$ cat src/hw/rtl/bezier_curve_tessellator_core_macros.svh
`ifndef BEZIER_CURVE_TESSELLATOR_CORE_MACROS_SVH
`define BEZIER_CURVE_TESSELLATOR_CORE_MACROS_SVH

`ifndef SYNTHESIS
`define BCT_ASSERT_IMP(label, clk, rst, ante, cons) \
  label: assert property (@(posedge clk) disable iff (rst) (ante) |-> (cons)) \
    else $error("bct check failed");
`define BCT_ASSERT_NEXT(label, clk, rst, ante, cons) \
  label: assert property (@(posedge clk) disable iff (rst) (ante) |=> (cons)) \
    else $error("bct check failed");
`else
`define BCT_ASSERT_IMP(label, clk, rst, ante, cons)
`define BCT_ASSERT_NEXT(label, clk, rst, ante, cons)
`endif

`endif

$ cat src/hw/rtl/bct_pkg.sv
package bct_pkg;

  localparam int COORD_BITS = 16;
  localparam int MAX_STEPS  = 63;
  localparam int STEP_W     = $clog2(MAX_STEPS + 1);
  localparam int PPS_RESET  = 16;

  localparam int T_FRAC = 16;
  localparam int T_W    = T_FRAC + 1;
  localparam logic [T_W-1:0] T_ONE = {1'b1, {T_FRAC{1'b0}}};

  localparam int PT_W    = 3 * COORD_BITS;
  localparam int TDATA_W = ((PT_W + 7) / 8) * 8;

  localparam int CFG_INDEX_W = 1;
  localparam int CFG_DATA_W  = STEP_W;

  typedef enum logic [CFG_INDEX_W-1:0] {
    REG_POINTS_PER_SEGMENT = 1'b0,
    REG_QUADRATIC_MODE     = 1'b1
  } cfg_reg_t;

  localparam int QUEUE_DEPTH = 2;

  typedef logic signed [COORD_BITS-1:0] coord_t;
  typedef coord_t [2:0] point_t;

  typedef struct packed {
    point_t [3:0]      pts;
    logic              quad;
    logic [STEP_W-1:0] steps;
  } seg_job_t;

endpackage

$ cat src/hw/rtl/bct_front.sv
module bct_front import bct_pkg::*; (
  input  logic              clk,
  input  logic              rst,
  input  logic              in_valid,
  output logic              in_ready,
  input  point_t            cur,
  input  logic              start,
  input  logic              quad,
  input  logic [STEP_W-1:0] steps,
  input  logic              q_full,
  output logic              push,
  output seg_job_t          job
);

  logic [1:0] pic;
  logic [1:0] pic_eff;
  logic       closes;
  logic       take;
  point_t     hist [3];

  assign pic_eff  = start ? 2'd0 : pic;
  assign closes   = quad ? (pic_eff >= 2'd2) : (pic_eff == 2'd3);
  assign in_ready = !q_full;
  assign take     = in_valid && in_ready;
  assign push     = take && closes;

  always_comb begin
    job.pts[0] = hist[0];
    job.pts[1] = hist[1];
    job.pts[2] = quad ? cur : hist[2];
    job.pts[3] = cur;
    job.quad   = quad;
    job.steps  = steps;
  end

  always_ff @(posedge clk) begin
    if (rst) begin
      pic <= 2'd0;
    end else if (take) begin
      pic <= closes ? 2'd1 : pic_eff + 2'd1;
    end
  end

  always_ff @(posedge clk) begin
    if (take) begin
      if (closes) begin
        hist[0] <= cur;
      end else begin
        hist[pic_eff] <= cur;
      end
    end
  end

endmodule

$ cat config.mk
export PLATFORM = sky130hd
export DESIGN_NAME = bct_front
export DESIGN_NICKNAME = d
export VERILOG_FILES = /design/src/hw/rtl/bezier_curve_tessellator_core_macros.svh /design/src/hw/rtl/bct_pkg.sv /design/src/hw/rtl/bct_front.sv
export SDC_FILE = /design/constraint.sdc
export NUM_CORES = 1
export LEC_CHECK = 0
export BUFFER_PORTS_ARGS = -buffer_cell sky130_fd_sc_hd__buf_2
export CAP_MARGIN = 20
export CORE_UTILIZATION = 43
export CTS_CLUSTER_SIZE = 12
export DETAILED_ROUTE_END_ITERATION = 7
export GPL_TIMING_DRIVEN = 0
export PLACE_DENSITY = 0.73
export SLEW_MARGIN = 5
export SYNTH_ARGS = -nofsm -noshare
export SYNTH_HDL_FRONTEND = slang
export SYNTH_SLANG_ARGS = --single-unit
$ cat constraint.sdc
create_clock -name clk -period 5.9 [get_ports clk]
set_input_delay 1.18 -clock clk [delete_from_list [all_inputs] [get_ports clk]]
set_output_delay 1.18 -clock clk [all_outputs]
set_load 0.01 [all_outputs]
==> impl_results.md <==
- Maximum vdd drop: ~0.23 mV
- GRT Total Usage: 0.1719
- Share of layout cells above drive strength 1: 0.7113
- Row Count: 40
- Clock skew: between 0.01 and 0.015 ns
- Fin nets: 616
- DP HPWL: between 8000 and 9000 um
- Vias in the first global route: 3178
- Diode count: 0
- Combinational power share: 0.081
- Initial antenna violation count: 0
- CTS tree: done
- Total congestion overflow: 0
- Clock Latency Late Sink: 0.41 ns
- Sequential share of power: 0.472
- Slew @ Worst Pin: 0.9157 ns
- Clock transition at path regs: around 0.060 ns
- Clock root buffer: clkbuf_16
- Post-cts hold buffer count: 0
- Fin crit period: approximately 3.7 ns
- Compound-gate portion of the synthesized area: 0.007522
- PD cells: ~320 nW/um2
- Syn-to-layout area delta: 40.83%
- DRT Wirelength: between 10000 and 15000 um
- Yosys warning total: 0
- Clock Sinks: 146
- Post-synth cell types: 19
- Initial Util: 0.4495
- Residual DRC: 0
- Slew HR: 0.3849
- H-tree levels: 4
- Post-synthesis mux area share: 0.09847
- Worst min path class: reg -> reg
- Clk pwr share: 0.447
- Top Ports: 261
- Routability congestion estimate: 0.7407
- Sum Neg Setup Slack: 0 ns
- Critical Path AT: around 2.5 ns
- Post-Synth XOR/XNOR Area: 0
- RSZ-0062 raised after global routing: false
- Post-layout power: roughly 2500 uW
- Status: finished, final reports clean
- WL/cell: 15.68 um
- Yosys reg bits: approximately 150
- Final Hold Vio Count: 0
- Largest family of logic cells by synthesized area: multiplexers
- Fillers: 929
- Num CTS Buffers: 17
- Internal power: between 1500 and 2000 uW
- Sw Share: 0.2050
- Worst setup SP type: input port
- Critical Path Fanout Max: 4
- Post-CTS setup buffer count: 0
- Slew Limit Fails: 0
- Highest Clock Rate: 0.2690 GHz
- Die W: roughly 110 um
- Drt pass-1 iters: 4
- CP Capture Type: primary output
- Final setup vio count: 0
- Die Ht: 115.0 um
- First-pass GRT wire length: about 17000 um
- Vias per cell: approximately 4.6
- Number of vias in the routed layout: around 3400
- Mapped cell area: 5489 um2
- DIE AREA: 13220 um2
- Seq/Total Area, Yosys: 0.7951
- CP Data Required Time: 4.72 ns
- I/O Buffers: approximately 250
- Core region area: 12210 um2
- Mean Syn Cell Area: 19.96 um2
- Core Util, Final: 0.6330
- Clock Path Buffers: 2
- Final Cycle Share: 0.6300
- LEAKAGE: 0.003207 uW
- Post-cts sizing count: 0
- Antenna-violating nets left: 0
- Switching power: a little over 500 uW
- Max cap viols: 0
- Simple-Gate Fraction of Synth Area: 0.01276
- Largest net degree at the start of global routing: 25
- Starting DRC count in detailed routing: around 150
- Post-synth net total: about 340
- Adder-cell share of the synthesized area: 0.002279
- Most common cell after layout, fill and taps aside: buf_2
- Kind of critical path: in -> out
- Post-Syn Instances: 275
- Commonest non-fill, non-tap cells in the layout: buf_2 (258), edfxtp_1 (144), buf_4 (55), mux2_2 (48), clkbuf_16 (17)
[cells by family (layout without fill, tap and decap cells)]
family	count (synthesis)	count (layout)
buffers and inverters	64	357
adders and majority gates	1	1
and+or+nand+nor	10	10
muxes	48	48
AOI/OAI and AO/OA	6	6
DFF	146	146
[layout make-up]
type	count	area, um2	share of cell area
multi-input cells	65	690.7	0.08935
repair buffers	261	1389	0.1797
plain buffers	61	449.2	0.05811
inverters	3	11.26	0.001457
clock buffers	19	432.9	0.05601
well taps	168	210.2	0.02719
flip-flops and latches	146	4364	0.5646
clock inverters	13	182.7	0.02363
[worst max-delay path, cell delays in order]
cell and delay (ns):
buf_2 0.14, nand2b_1 0.21, inv_1 0.10, ha_1 0.20, nor2b_1 0.14, a21oi_1 0.32
nor2_1 0.08, buf_2 0.15
[stage by stage]
step	setup slack (ns)	hold WS [ns]	instances	area, um2
final	2.183	0.5595	736	7730
after global routing	2.128	0.5843	736	7730
after CTS	2.207	0.5511	736	7730
after detailed placement	2.080	0.5442	704	7114
after global placement	-0.7786	0.5043	696	6965
after floorplan	0.8528	0.4943	275	5489
[power groups by stage]
stage | Combinational [uW] | Sequential, uW | Clock, uW
global placement | 191 | 1190 | 0
global route | 215 | 1170 | 1160
floorplan | 87.3 | 1200 | 0
finish | 199 | 1170 | 1110
CTS | 202 | 1170 | 1120
detailed placement | 202 | 1190 | 0
[flip-flops by register name, indices dropped and copies added, names as in the netlist]
register / cells
hist: 144
pic: 2
[worst paths after layout]
kind                              from           to  slack [ns]  depth (start not counted)
worst max-delay path             start         push        2.18                          8
worst min-delay path            pic[0]       pic[0]        0.56                          2
worst max register to register  pic[0]  hist[2][10]        3.12                          8
worst min register to register  pic[0]       pic[0]        0.56                          2
[Yosys cell counts]
library cell	n	share of area
edfxtp_1	144	0.79
nor2b_1	2	0.0023
buf_6	1	0.0021
mux2_2	48	0.098
o21ai_0	1	0.00091
buf_4	55	0.075
nand2b_1	3	0.0034
nor2_1	2	0.0014
buf_2	5	0.0046
a21oi_1	2	0.0018
a211o_1	1	0.0016
a311oi_1	1	0.0016
nor3_2	1	0.0018
inv_1	3	0.0021
nor4_2	1	0.0023
dfxtp_1	2	0.0073
nor2b_2	1	0.0016
o32ai_1	1	0.0016
ha_1	1	0.0023
[routing by layer]
metal | vias to the layer above | global-route usage | routed length [um]
li1 | 1559 | - | -
met1 | 1624 | 0.1959 | 4702
met2 | 165 | 0.2964 | 5834
met3 | 12 | 0.05166 | 825
met4 | 0 | 0.08312 | 181
met5 | - | 0 | 0
(Power assumes the default switching activity.)
