--- config.mk ---
export PLATFORM = sky130hd
export DESIGN_NAME = bct_queue
export DESIGN_NICKNAME = d
export VERILOG_FILES = /design/src/hw/rtl/bct_pkg.sv /design/src/hw/rtl/bct_queue.sv
export VERILOG_INCLUDE_DIRS = /design/src /design/src/hw/rtl
export SDC_FILE = /design/constraint.sdc
export NUM_CORES = 1
export LEC_CHECK = 0
export BUFFER_PORTS_ARGS = -buffer_cell sky130_fd_sc_hd__buf_2
export CAP_MARGIN = 5
export CORE_UTILIZATION = 42
export CTS_CLUSTER_SIZE = 24
export DETAILED_ROUTE_END_ITERATION = 10
export PLACE_DENSITY_LB_ADDON = 0.1
export SYNTH_ARGS = -nofsm -noshare
export SYNTH_HDL_FRONTEND = slang
export SYNTH_SLANG_ARGS = --single-unit
--- constraint.sdc ---
create_clock -name clk -period 13.8 [get_ports clk]
set_input_delay 3.45 -clock clk [delete_from_list [all_inputs] [get_ports clk]]
set_output_delay 3.45 -clock clk [all_outputs]
set_load 0.05 [all_outputs]
--- src/hw/rtl/bezier_curve_tessellator_core_macros.svh ---
`ifndef BEZIER_CURVE_TESSELLATOR_CORE_MACROS_SVH
`define BEZIER_CURVE_TESSELLATOR_CORE_MACROS_SVH

`ifndef SYNTHESIS
`define BCT_ASSERT_IMP(label, clk, rst, ante, cons) \
  label: assert property (@(posedge clk) disable iff (rst) (ante) |-> (cons)) \
    else $error("bct check failed");
`define BCT_ASSERT_NEXT(label, clk, rst, ante, cons) \
  label: assert property (@(posedge clk) disable iff (rst) (ante) |=> (cons)) \
    else $error("bct check failed");
`else
`define BCT_ASSERT_IMP(label, clk, rst, ante, cons)
`define BCT_ASSERT_NEXT(label, clk, rst, ante, cons)
`endif

`endif

--- src/hw/rtl/bct_pkg.sv ---
package bct_pkg;

  localparam int COORD_BITS = 16;
  localparam int MAX_STEPS  = 63;
  localparam int STEP_W     = $clog2(MAX_STEPS + 1);
  localparam int PPS_RESET  = 16;

  localparam int T_FRAC = 16;
  localparam int T_W    = T_FRAC + 1;
  localparam logic [T_W-1:0] T_ONE = {1'b1, {T_FRAC{1'b0}}};

  localparam int PT_W    = 3 * COORD_BITS;
  localparam int TDATA_W = ((PT_W + 7) / 8) * 8;

  localparam int CFG_INDEX_W = 1;
  localparam int CFG_DATA_W  = STEP_W;

  typedef enum logic [CFG_INDEX_W-1:0] {
    REG_POINTS_PER_SEGMENT = 1'b0,
    REG_QUADRATIC_MODE     = 1'b1
  } cfg_reg_t;

  localparam int QUEUE_DEPTH = 2;

  typedef logic signed [COORD_BITS-1:0] coord_t;
  typedef coord_t [2:0] point_t;

  typedef struct packed {
    point_t [3:0]      pts;
    logic              quad;
    logic [STEP_W-1:0] steps;
  } seg_job_t;

endpackage

--- src/hw/rtl/bct_queue.sv ---
`include "bezier_curve_tessellator_core_macros.svh"

module bct_queue import bct_pkg::*; (
  input  logic     clk,
  input  logic     rst,
  input  logic     push,
  input  seg_job_t push_data,
  output logic     full,
  input  logic     pop,
  output seg_job_t pop_data,
  output logic     nonempty
);

  localparam int PTR_W = (QUEUE_DEPTH > 1) ? $clog2(QUEUE_DEPTH) : 1;
  localparam int CNT_W = PTR_W + 1;

  seg_job_t           slots [QUEUE_DEPTH];
  logic [PTR_W-1:0]   wr_ptr;
  logic [PTR_W-1:0]   rd_ptr;
  logic [CNT_W-1:0]   count;

  assign full     = (count == CNT_W'(QUEUE_DEPTH));
  assign nonempty = (count != '0);
  assign pop_data = slots[rd_ptr];

  always_ff @(posedge clk) begin
    if (rst) begin
      wr_ptr <= '0;
      rd_ptr <= '0;
      count  <= '0;
    end else begin
      if (push) begin
        wr_ptr <= (wr_ptr == PTR_W'(QUEUE_DEPTH - 1)) ? '0 : wr_ptr + 1'b1;
      end
      if (pop) begin
        rd_ptr <= (rd_ptr == PTR_W'(QUEUE_DEPTH - 1)) ? '0 : rd_ptr + 1'b1;
      end
      if (push && !pop) begin
        count <= count + 1'b1;
      end else if (pop && !push) begin
        count <= count - 1'b1;
      end
    end
  end

  always_ff @(posedge clk) begin
    if (push) begin
      slots[wr_ptr] <= push_data;
    end
  end

  `BCT_ASSERT_IMP(a_no_overflow, clk, rst, push, !full || pop)
  `BCT_ASSERT_IMP(a_no_underflow, clk, rst, pop, nonempty)

endmodule

==> results of run 1 <==
flip-flops by register name, summed over array words and instances (netlist names), named ones only:
register / flops
wr_ptr: 1
rd_ptr: 1
count: 2
slots: 398
cell families (layout without fill, tap and decap cells):
group                      after synthesis  in the layout  share of synthesized area (%)
xor gates and xnor gates                 4              4                         0.2340
DFF                                    403            403                          80.49
buffers and inverters                   23            485                          1.345
other                                    0              5                              0
and+or+nand+nor                          9              9                         0.3092
muxes                                  199            199                          17.47
adders and majority gates                1              1                        0.08355
AOI/OAI and AO/OA                        2              2                        0.06679
power by group through the flow:
stage / Sequential, mW / Clock [mW] / Combinational, mW
final: 1.45 / 0.996 / 0.509
after global routing: 1.46 / 1.07 / 0.535
after CTS: 1.45 / 1.03 / 0.517
after detailed placement: 1.48 / 0 / 0.516
after global placement: 1.48 / 0 / 0.514
after floorplan: 1.49 / 0 / 0.398
worst max path at each step:
stage	from	end	slack, ns
detailed placement	flip-flop	pop_data[145]	7.45
CTS	flip-flop	pop_data[145]	6.88
global route	flip-flop	pop_data[145]	6.76
global placement	flip-flop	pop_data[155]	7.47
finish	flip-flop	pop_data[106]	6.95
floorplan	push	slots[0][0]	0.98
Yosys cell counts:
cell	instances
dfxtp_1	5
buf_6	14
mux2_2	99
xor2_1	2
mux2_4	100
nor2_1	4
or2_2	1
inv_1	1
and2_1	1
or3_1	1
nor2b_1	2
buf_2	8
xnor2_1	2
ha_1	1
a21oi_1	1
o21ai_0	1
edfxtp_1	398
cell usage in the layout (no fill, tap or decap), drive strengths merged:
| master | netlist | layout |
|---|---|---|
| a21oi | 1 | 1 |
| and2 | 1 | 1 |
| buf | 22 | 412 |
| clkbuf | 0 | 58 |
| clkinv | 0 | 12 |
| clkinvlp | 0 | 1 |
| dfxtp | 5 | 5 |
| diode | 0 | 5 |
| edfxtp | 398 | 398 |
| ha | 1 | 1 |
| inv | 1 | 2 |
| mux2 | 199 | 199 |
| nor2 | 4 | 4 |
| nor2b | 2 | 2 |
| o21ai | 1 | 1 |
| or2 | 1 | 1 |
| or3 | 1 | 1 |
| xnor2 | 2 | 2 |
| xor2 | 2 | 2 |
worst reg2reg max path: stages (launching register included):
cell,delay (ns)
dfxtp_1,0.35
nor2b_4,0.43
buf_4,0.69
buf_4,0.84
layout make-up:
cell class                      instances  area [µm²]  share of cell area, %
Sequential cell                       403       12060                  64.62
Tap cell                              455       569.3                  3.052
Timing Repair Buffer                  412        2085                  11.17
Multi-Input combinational cell        215        2730                  14.63
Clock inverter                         14       67.56                 0.3622
Antenna cell                            5       12.51                0.06707
Inverter                                1       3.754                0.02012
Clock buffer                           58        1132                  6.070
layer usage:
metal / part of all wire (%) / routed length (µm) / up-vias / GRT usage (%)
met5: 0.16 / 50 / - / 0
met2: 47 / 14300 / 295 / 25.53
met3: 11 / 3365 / 52 / 7.600
met1: 40 / 12160 / 3586 / 19.29
met4: 2.0 / 598 / 10 / 4.708
li1: - / - / 3436 / -
through the flow:
| stage | area, µm² | hold WS, ns |
|---|---|---|
| floorplan | 14970 | 0.4558 |
| CTS | 18640 | 0.5087 |
| finish | 18660 | 0.5075 |
| global route | 18650 | 0.5260 |
| detailed placement | 17440 | 0.4963 |
| global placement | 17440 | 0.4820 |
==> flow_summary.toml, run 1 <==
[final_layout]
n_fill_cell = 2867
drive_above_1_share_pct = 60.29
fin_nets = 1279
area_delta_synth_final_pct = 24.59
fin_cells = 1563
fin_util_pct = 53.61

[setup_path]
ff2ff_setup_slack_ns = 11.03
r2r_cells = 3
worstSetupPathType = "reg2out"
crit-reg2reg-launch = "wr_ptr"
crit_cells = 4
path_max_fanout = 57
critPathSlowestCell = "buf_4"
crit_top_cell = "buf_4"
cp.buffers_inverters = 3
cp_cell_sequence = "buf_4 -> buf_4 -> mux2_4 -> buf_2"
cp-start-kind = "flip-flop"
r2r_end = "slots[0][159]"
cp_data_arrival_time_ns = 3.40
path_delay_family = "buffers and inverters"
crit_required_ns = 10.35
end_kind = "output pin"
timing.critical_path.slowest_cell_delay_ns = 0.90

[grt]
grt_max_degree = 67
grt_antenna_before_repair = 9
grt_pass1_wl_um = 43450
grt.total_usage_pct = 16.04
grt-ovfl-total = 0
grt_pass1_vias = 7305

[synth]
synth_seq_cells = 403
syn_area_um2 = 14970
synth_top_area_share_pct = 79.82
yosysWarningCount = 0
yosys-top-cells-area = "edfxtp_1 (80%), mux2_4 (10%), mux2_2 (7.4%)"
ys_seq_area_share_pct = 80.49
avgSynthCellArea_um2 = 23.36
syn_nets = 845
synth_largest_area_cell = "edfxtp_1"
synth.distinct_cells = 17
syn_inst = 641

[placed_design]
dp_cells = 1486
dpl_worst_slack_ns = 7.447
dp_hpwl_um = 20650
gp_congestion = 0.7809
numPortBuffers = 403

[timing]
worst_slack_ns = 6.946
finalMaxSlewViolations = 0
min_period_ns = 6.854
rsz0062_at_grt = "false"
slew_headroom_pct = 31.42
tightestPinTransition_ns = 1.029
fmax_mhz = 145.9
clock_skew_ns = 0.02169
setup_viol = 0
post-route-period-util_pct = 49.67
finalHoldViolCount = 0
finalSetupTns_ns = 0

[power]
fin_total_pwr_mw = 2.958
clock_power_share_pct = 33.7
power.static_leakage_nw = 7.171
swShare_pct = 27.19
combPwrFrac_pct = 17.2
powerDensity_nw_per_um2 = 158.5
ir_drop_v = 0.00009858
p_sw_mw = 0.8041
p_int_mw = 2.154
seqPwrFrac_pct = 49.1

[detailed_routing]
first_pass_iters = 4
viasPerCell = 4.721
wl_per_cell_um = 19.50
vias = 7379
ant_nets = 0
drt-total-wl_um = 30480
drc = 0
drt_first_iter_violations = 351

[floorplan]
die_w_um = 190.8
boundaryPins = 404
die_h_um = 190.8
core_um2 = 34800
rows = 68
die_area_um2 = 36410
start_util_pct = 43.03

[clock_network]
hold_buffers = 0
cts.sinks = 403
clockRootBuffer = "clkbuf_16"
cts_setup_buffers = 0
clockBufferDepth = 3
clk-insertion-delay-late_ns = 0.53
cts_buffers = 42
path_clk_slew_ns = 0.06
tritoncts = "done"
h-tree-depth = 2
cts.repair.resized = 0

[worst_hold_path]
min_path_type = "reg2reg"
hp-start = "count[1]"
min_to = "count[1]"
hold_depth = 2

[outcome]
status = "finished, final reports clean"

[run]
maxCapViolCount = 0
(Power assumes the default switching activity.)
==> inputs of run 2 (changes only) <==
clock period = 6.6 ns   (was 13.8 ns; I/O delays follow)
==> run 2 against run 1 <==
Against the previous run:
- largest cell class unchanged
- sequential power is 110% higher
- sequential share of layout area is 0.52 points lower
- clock skew is 0.0072 ns lower
- utilization is 0.43 points higher
- critical path depth is 1 lower
==> flow_summary.toml, run 2 (synthesis gave the netlist of run 1 again) <==
[placed_design]
gp_congestion = 0.7593
placed_cell_area_um2 = 17480
numPortBuffers = 403
dpl_worst_slack_ns = 2.744
dp_hpwl_um = 20270

[floorplan]
boundaryPins = 404
rows = 68
die_area_um2 = 36410
die_w_um = 190.8
die_h_um = 190.8
start_util_pct = 43.03
core_um2 = 34800

[clock_network]
clockRootBuffer = "clkbuf_16"
cts.repair.resized = 0
tritoncts = "done"
clk-insertion-delay-late_ns = 0.51
clockBufferDepth = 3
hold_buffers = 0
h-tree-depth = 2
cts.sinks = 403
cts_setup_buffers = 0
cts_buffers = 42
path_clk_slew_ns = 0.05

[final_layout]
largest_register_ffs = 398
fin_nets = 1275
n_fill_cell = 2831
fin_util_pct = 54.05
final_common_cell = "buf_2"
area_delta_synth_final_pct = 25.60
drive_above_1_share_pct = 60.25
design_area_um2 = 18810
largestRegisters = "slots: 398 flops, count: 2 flops"
final_cell_mix = "buf_2 (403), edfxtp_1 (398), mux2_4 (100), mux2_2 (99), clkbuf_16 (45)"
top_register = "slots"

[timing]
min_period_ns = 4.404
setup_viol = 0
fmax_mhz = 227.1
rsz0062_at_grt = "false"
clock_skew_ns = 0.01447
finalHoldViolCount = 0
post-route-period-util_pct = 66.73
tightestPinTransition_ns = 1.209
finalMaxSlewViolations = 0
worst_slack_ns = 2.196
slew_headroom_pct = 19.21
finalSetupTns_ns = 0

[setup_path]
worstSetupPathType = "reg2out"
end_kind = "output pin"
critPathSlowestCell = "dfxtp_4"
cp_data_arrival_time_ns = 2.75
cp_cell_sequence = "buf_12 -> mux2_2 -> buf_2"
path_max_fanout = 85
cp-start-kind = "flip-flop"
crit_required_ns = 4.95
timing.critical_path.slowest_cell_delay_ns = 0.91

[grt]
grt_max_degree = 159
grt_pass1_vias = 7737
grt-ovfl-total = 0
grt_antenna_before_repair = 14
grt.total_usage_pct = 16.22
grt_pass1_wl_um = 44230

[outcome]
status = "finished, final reports clean"

[detailed_routing]
drc = 0
drt-total-wl_um = 30560
viasPerCell = 4.742
ant_nets = 0
first_pass_iters = 4
vias = 7412
wl_per_cell_um = 19.55
drt_first_iter_violations = 304

[power]
fin_total_pwr_mw = 6.339
ir_drop_v = 0.0002676
powerDensity_nw_per_um2 = 337.1
power.static_leakage_nw = 7.227

[worst_hold_path]
min_path_type = "reg2reg"

[run]
maxCapViolCount = 0
-- run 2: cell types whose count changed in the layout (fill, tap and decap cells not counted), sizes merged, moves of 2 or more --
cell,before,now
clkbuf,58,63
bufinv,0,2
buf,412,408
clkinv,12,10
-- run 2: final timing paths --
| kind | from | end | slack, ns | cells past startpoint |
|---|---|---|---|---|
| setup / recovery | flip-flop | pop_data[191] | 2.20 | 3 |
| hold / removal | count[1] | count[1] | 0.51 | 2 |
| setup reg to reg | wr_ptr | slots[0][88] | 4.33 | 2 |
| hold reg to reg | count[1] | count[1] | 0.51 | 2 |
-- run 2: power breakdown --
| group | switching [mW] | total, mW | internal (mW) |
|---|---|---|---|
| registers | 0.0513 | 3.04 | 2.99 |
| clock network | 0.887 | 2.23 | 1.34 |
| logic | 0.746 | 1.07 | 0.321 |
| total | 1.68 | 6.34 | 4.66 |
-- run 2: critical path: cells and delay by family, from the launching register on --
family | cells | cell delay, ns
flops | 1 | 0.91
buf+inv | 2 | 0.65
mux | 1 | 0.42
-- run 2: routing by layer --
metal | up-vias | global-route usage, % | wire length [µm]
li1 | 3424 | - | -
met1 | 3624 | 18.95 | 11790
met2 | 287 | 26.98 | 15040
met3 | 61 | 6.809 | 2970
met4 | 16 | 5.108 | 651
met5 | - | 0 | 102
-- run 2: area by class of cell --
type	count	area, µm²	share of cell area, %
Clock inverter	12	102.6	0.5455
Multi-Input combinational cell	215	2730	14.52
Tap cell	455	569.3	3.027
Inverter	1	3.754	0.01996
Timing Repair Buffer	408	2117	11.26
Sequential cell	403	12060	64.10
Antenna cell	6	15.01	0.07983
Clock buffer	63	1214	6.453
-- run 2: per-stage QoR --
| stage | cells | hold slack [ns] |
|---|---|---|
| 2_1_floorplan | 641 | 0.4558 |
| 3_3_place_gp | 1482 | 0.4857 |
| 3_5_place_dp | 1482 | 0.4969 |
| 4_1_cts | 1557 | 0.5112 |
| 5_1_grt | 1560 | 0.5475 |
| 6_report | 1563 | 0.5072 |
==> inputs of run 3 (changes only) <==
clock period = 3.9 ns   (was 6.6 ns; I/O delays follow)
==> run 3 against run 2 <==
Against the previous run:
- setup slack worse by 1.6 ns
- flip-flop and latch count stayed put
- highest routed layer unchanged
- power is 69% higher
- global-route usage is 0.096 points higher
- register-to-register slack worse by 2.3 ns
==> flow_summary.toml, run 3 (synthesis gave the netlist of run 1 again) <==
[floorplan]
die_area_um2 = 36410
core_um2 = 34800
boundaryPins = 404
die_w_um = 190.8
start_util_pct = 43.03
die_h_um = 190.8
rows = 68

[setup_path]
cp_cell_sequence = "buf_4 -> mux2_2 -> buf_2"
crit-reg2reg-launch = "wr_ptr"
path_max_fanout = 32
crit_required_ns = 2.92
cp-start-kind = "flip-flop"
end_kind = "output pin"
worstSetupPathType = "reg2out"
cp.buffers_inverters = 2
path_delay_family = "buffers and inverters"
crit_cells = 3
cp_data_arrival_time_ns = 2.35
r2r_end = "slots[1][154]"
timing.critical_path.slowest_cell_delay_ns = 0.59
crit_path_end = "pop_data[9]"
critPathSlowestCell = "dfxtp_4"
ff2ff_setup_slack_ns = 2.05
r2r_cells = 2

[timing]
clock_skew_ns = 0.01374
finalHoldViolCount = 0
min_period_ns = 3.321
holdWs_ns = 0.5075
tightestPinTransition_ns = 0.6927
fmax_mhz = 301.1
post-route-period-util_pct = 85.16
rsz0062_at_grt = "false"
worst_slack_ns = 0.5786
finalMaxSlewViolations = 0
setup_viol = 0
slew_headroom_pct = 53.82

[grt]
grt_pass1_vias = 7568
grt_antenna_before_repair = 12
grt_pass1_wl_um = 43830
grt-ovfl-total = 0
grt.total_usage_pct = 16.32
grt_max_degree = 97

[placed_design]
dp_cells = 1488
placed_cell_area_um2 = 17570
dp_hpwl_um = 20180
dpl_worst_slack_ns = 1.107
numPortBuffers = 403
gp_congestion = 0.7280

[clock_network]
cts_setup_buffers = 0
clockRootBuffer = "clkbuf_16"
hold_buffers = 0
path_clk_slew_ns = 0.05
tritoncts = "done"
cts_buffers = 43
clockBufferDepth = 3
cts.repair.resized = 0
clk-insertion-delay-late_ns = 0.54
cts.sinks = 403
h-tree-depth = 2

[final_layout]
top_register = "slots"
drive_above_1_share_pct = 60.44
largestRegisters = "slots: 398 flops, count: 2 flops"
fin_cells = 1563
n_fill_cell = 2845
final_cell_mix = "buf_2 (403), edfxtp_1 (398), mux2_4 (100), mux2_2 (99), clkbuf_16 (45)"
area_delta_synth_final_pct = 25.94
largest_register_ffs = 398
fin_nets = 1282
design_area_um2 = 18860
final_common_cell = "buf_2"

[power]
ir_drop_v = 0.0004224
fin_total_pwr_mw = 10.69
power.static_leakage_nw = 7.249
powerDensity_nw_per_um2 = 566.9

[worst_hold_path]
hp-start = "count[1]"
min_path_type = "reg2reg"

[detailed_routing]
drc = 0
ant_nets = 0
viasPerCell = 4.769
vias = 7454
first_pass_iters = 6
drt-total-wl_um = 30430
drt_first_iter_violations = 381
wl_per_cell_um = 19.47

[outcome]
status = "finished, final reports clean"

[run]
maxCapViolCount = 0
==> run 3: cell count changes in the layout (fill, tap and decap cells not counted) <==
cell / previous run / this run
clkinv_2: 4 / 2
buf_12: 5 / 9
clkbuf_8: 2 / 0
clkinv_1: 6 / 9
clkbuf_1: 16 / 11
buf_4: 0 / 2
==> run 3: layer usage <==
metal,global-route usage [%],part of all wire [%],vias up
met5,0,0.27,-
met4,6.892,2.5,12
met3,6.827,9.6,69
met2,26.25,49,280
met1,19.15,38,3643
li1,-,-,3450
==> run 3: cell type report <==
cell class              count  area, µm²  area share (%)
clock inverters            13      103.9          0.5507
well taps                 455      569.3           3.019
diodes                      6      15.01         0.07962
flip-flops and latches    403      12060           63.93
repair buffers            414       2212           11.73
multi-input cells         215       2730           14.48
clock buffers              56       1167           6.191
inverters                   1      3.754         0.01991
==> run 3: metrics by stage <==
| stage | TNS (ns) | util, % |
|---|---|---|
| 2_1_floorplan | -97.35 | - |
| 3_3_place_gp | 0 | 50.49 |
| 3_5_place_dp | 0 | 50.49 |
| 4_1_cts | 0 | 54.15 |
| 5_1_grt | 0 | 54.17 |
| 6_report | 0 | 54.19 |
==> run 3: how the worst min path moves through the flow <==
stage | end | cells after the start
floorplan | count[1] | 2
global placement | count[1] | 2
detailed placement | count[1] | 2
CTS | count[1] | 2
global route | count[1] | 2
finish | count[1] | 2
==> run 3: tightest hold or removal path, stage by stage (launching register included) <==
cell     delay, ns
dfxtp_1       0.32
o21ai_0       0.08
a21oi_1       0.06
==> run 3: power breakdown <==
part | internal [mW] | switching (mW)
Clock | 2.21 | 1.52
Sequential | 5.06 | 0.0677
Combinational | 0.556 | 1.28
Total | 7.83 | 2.86
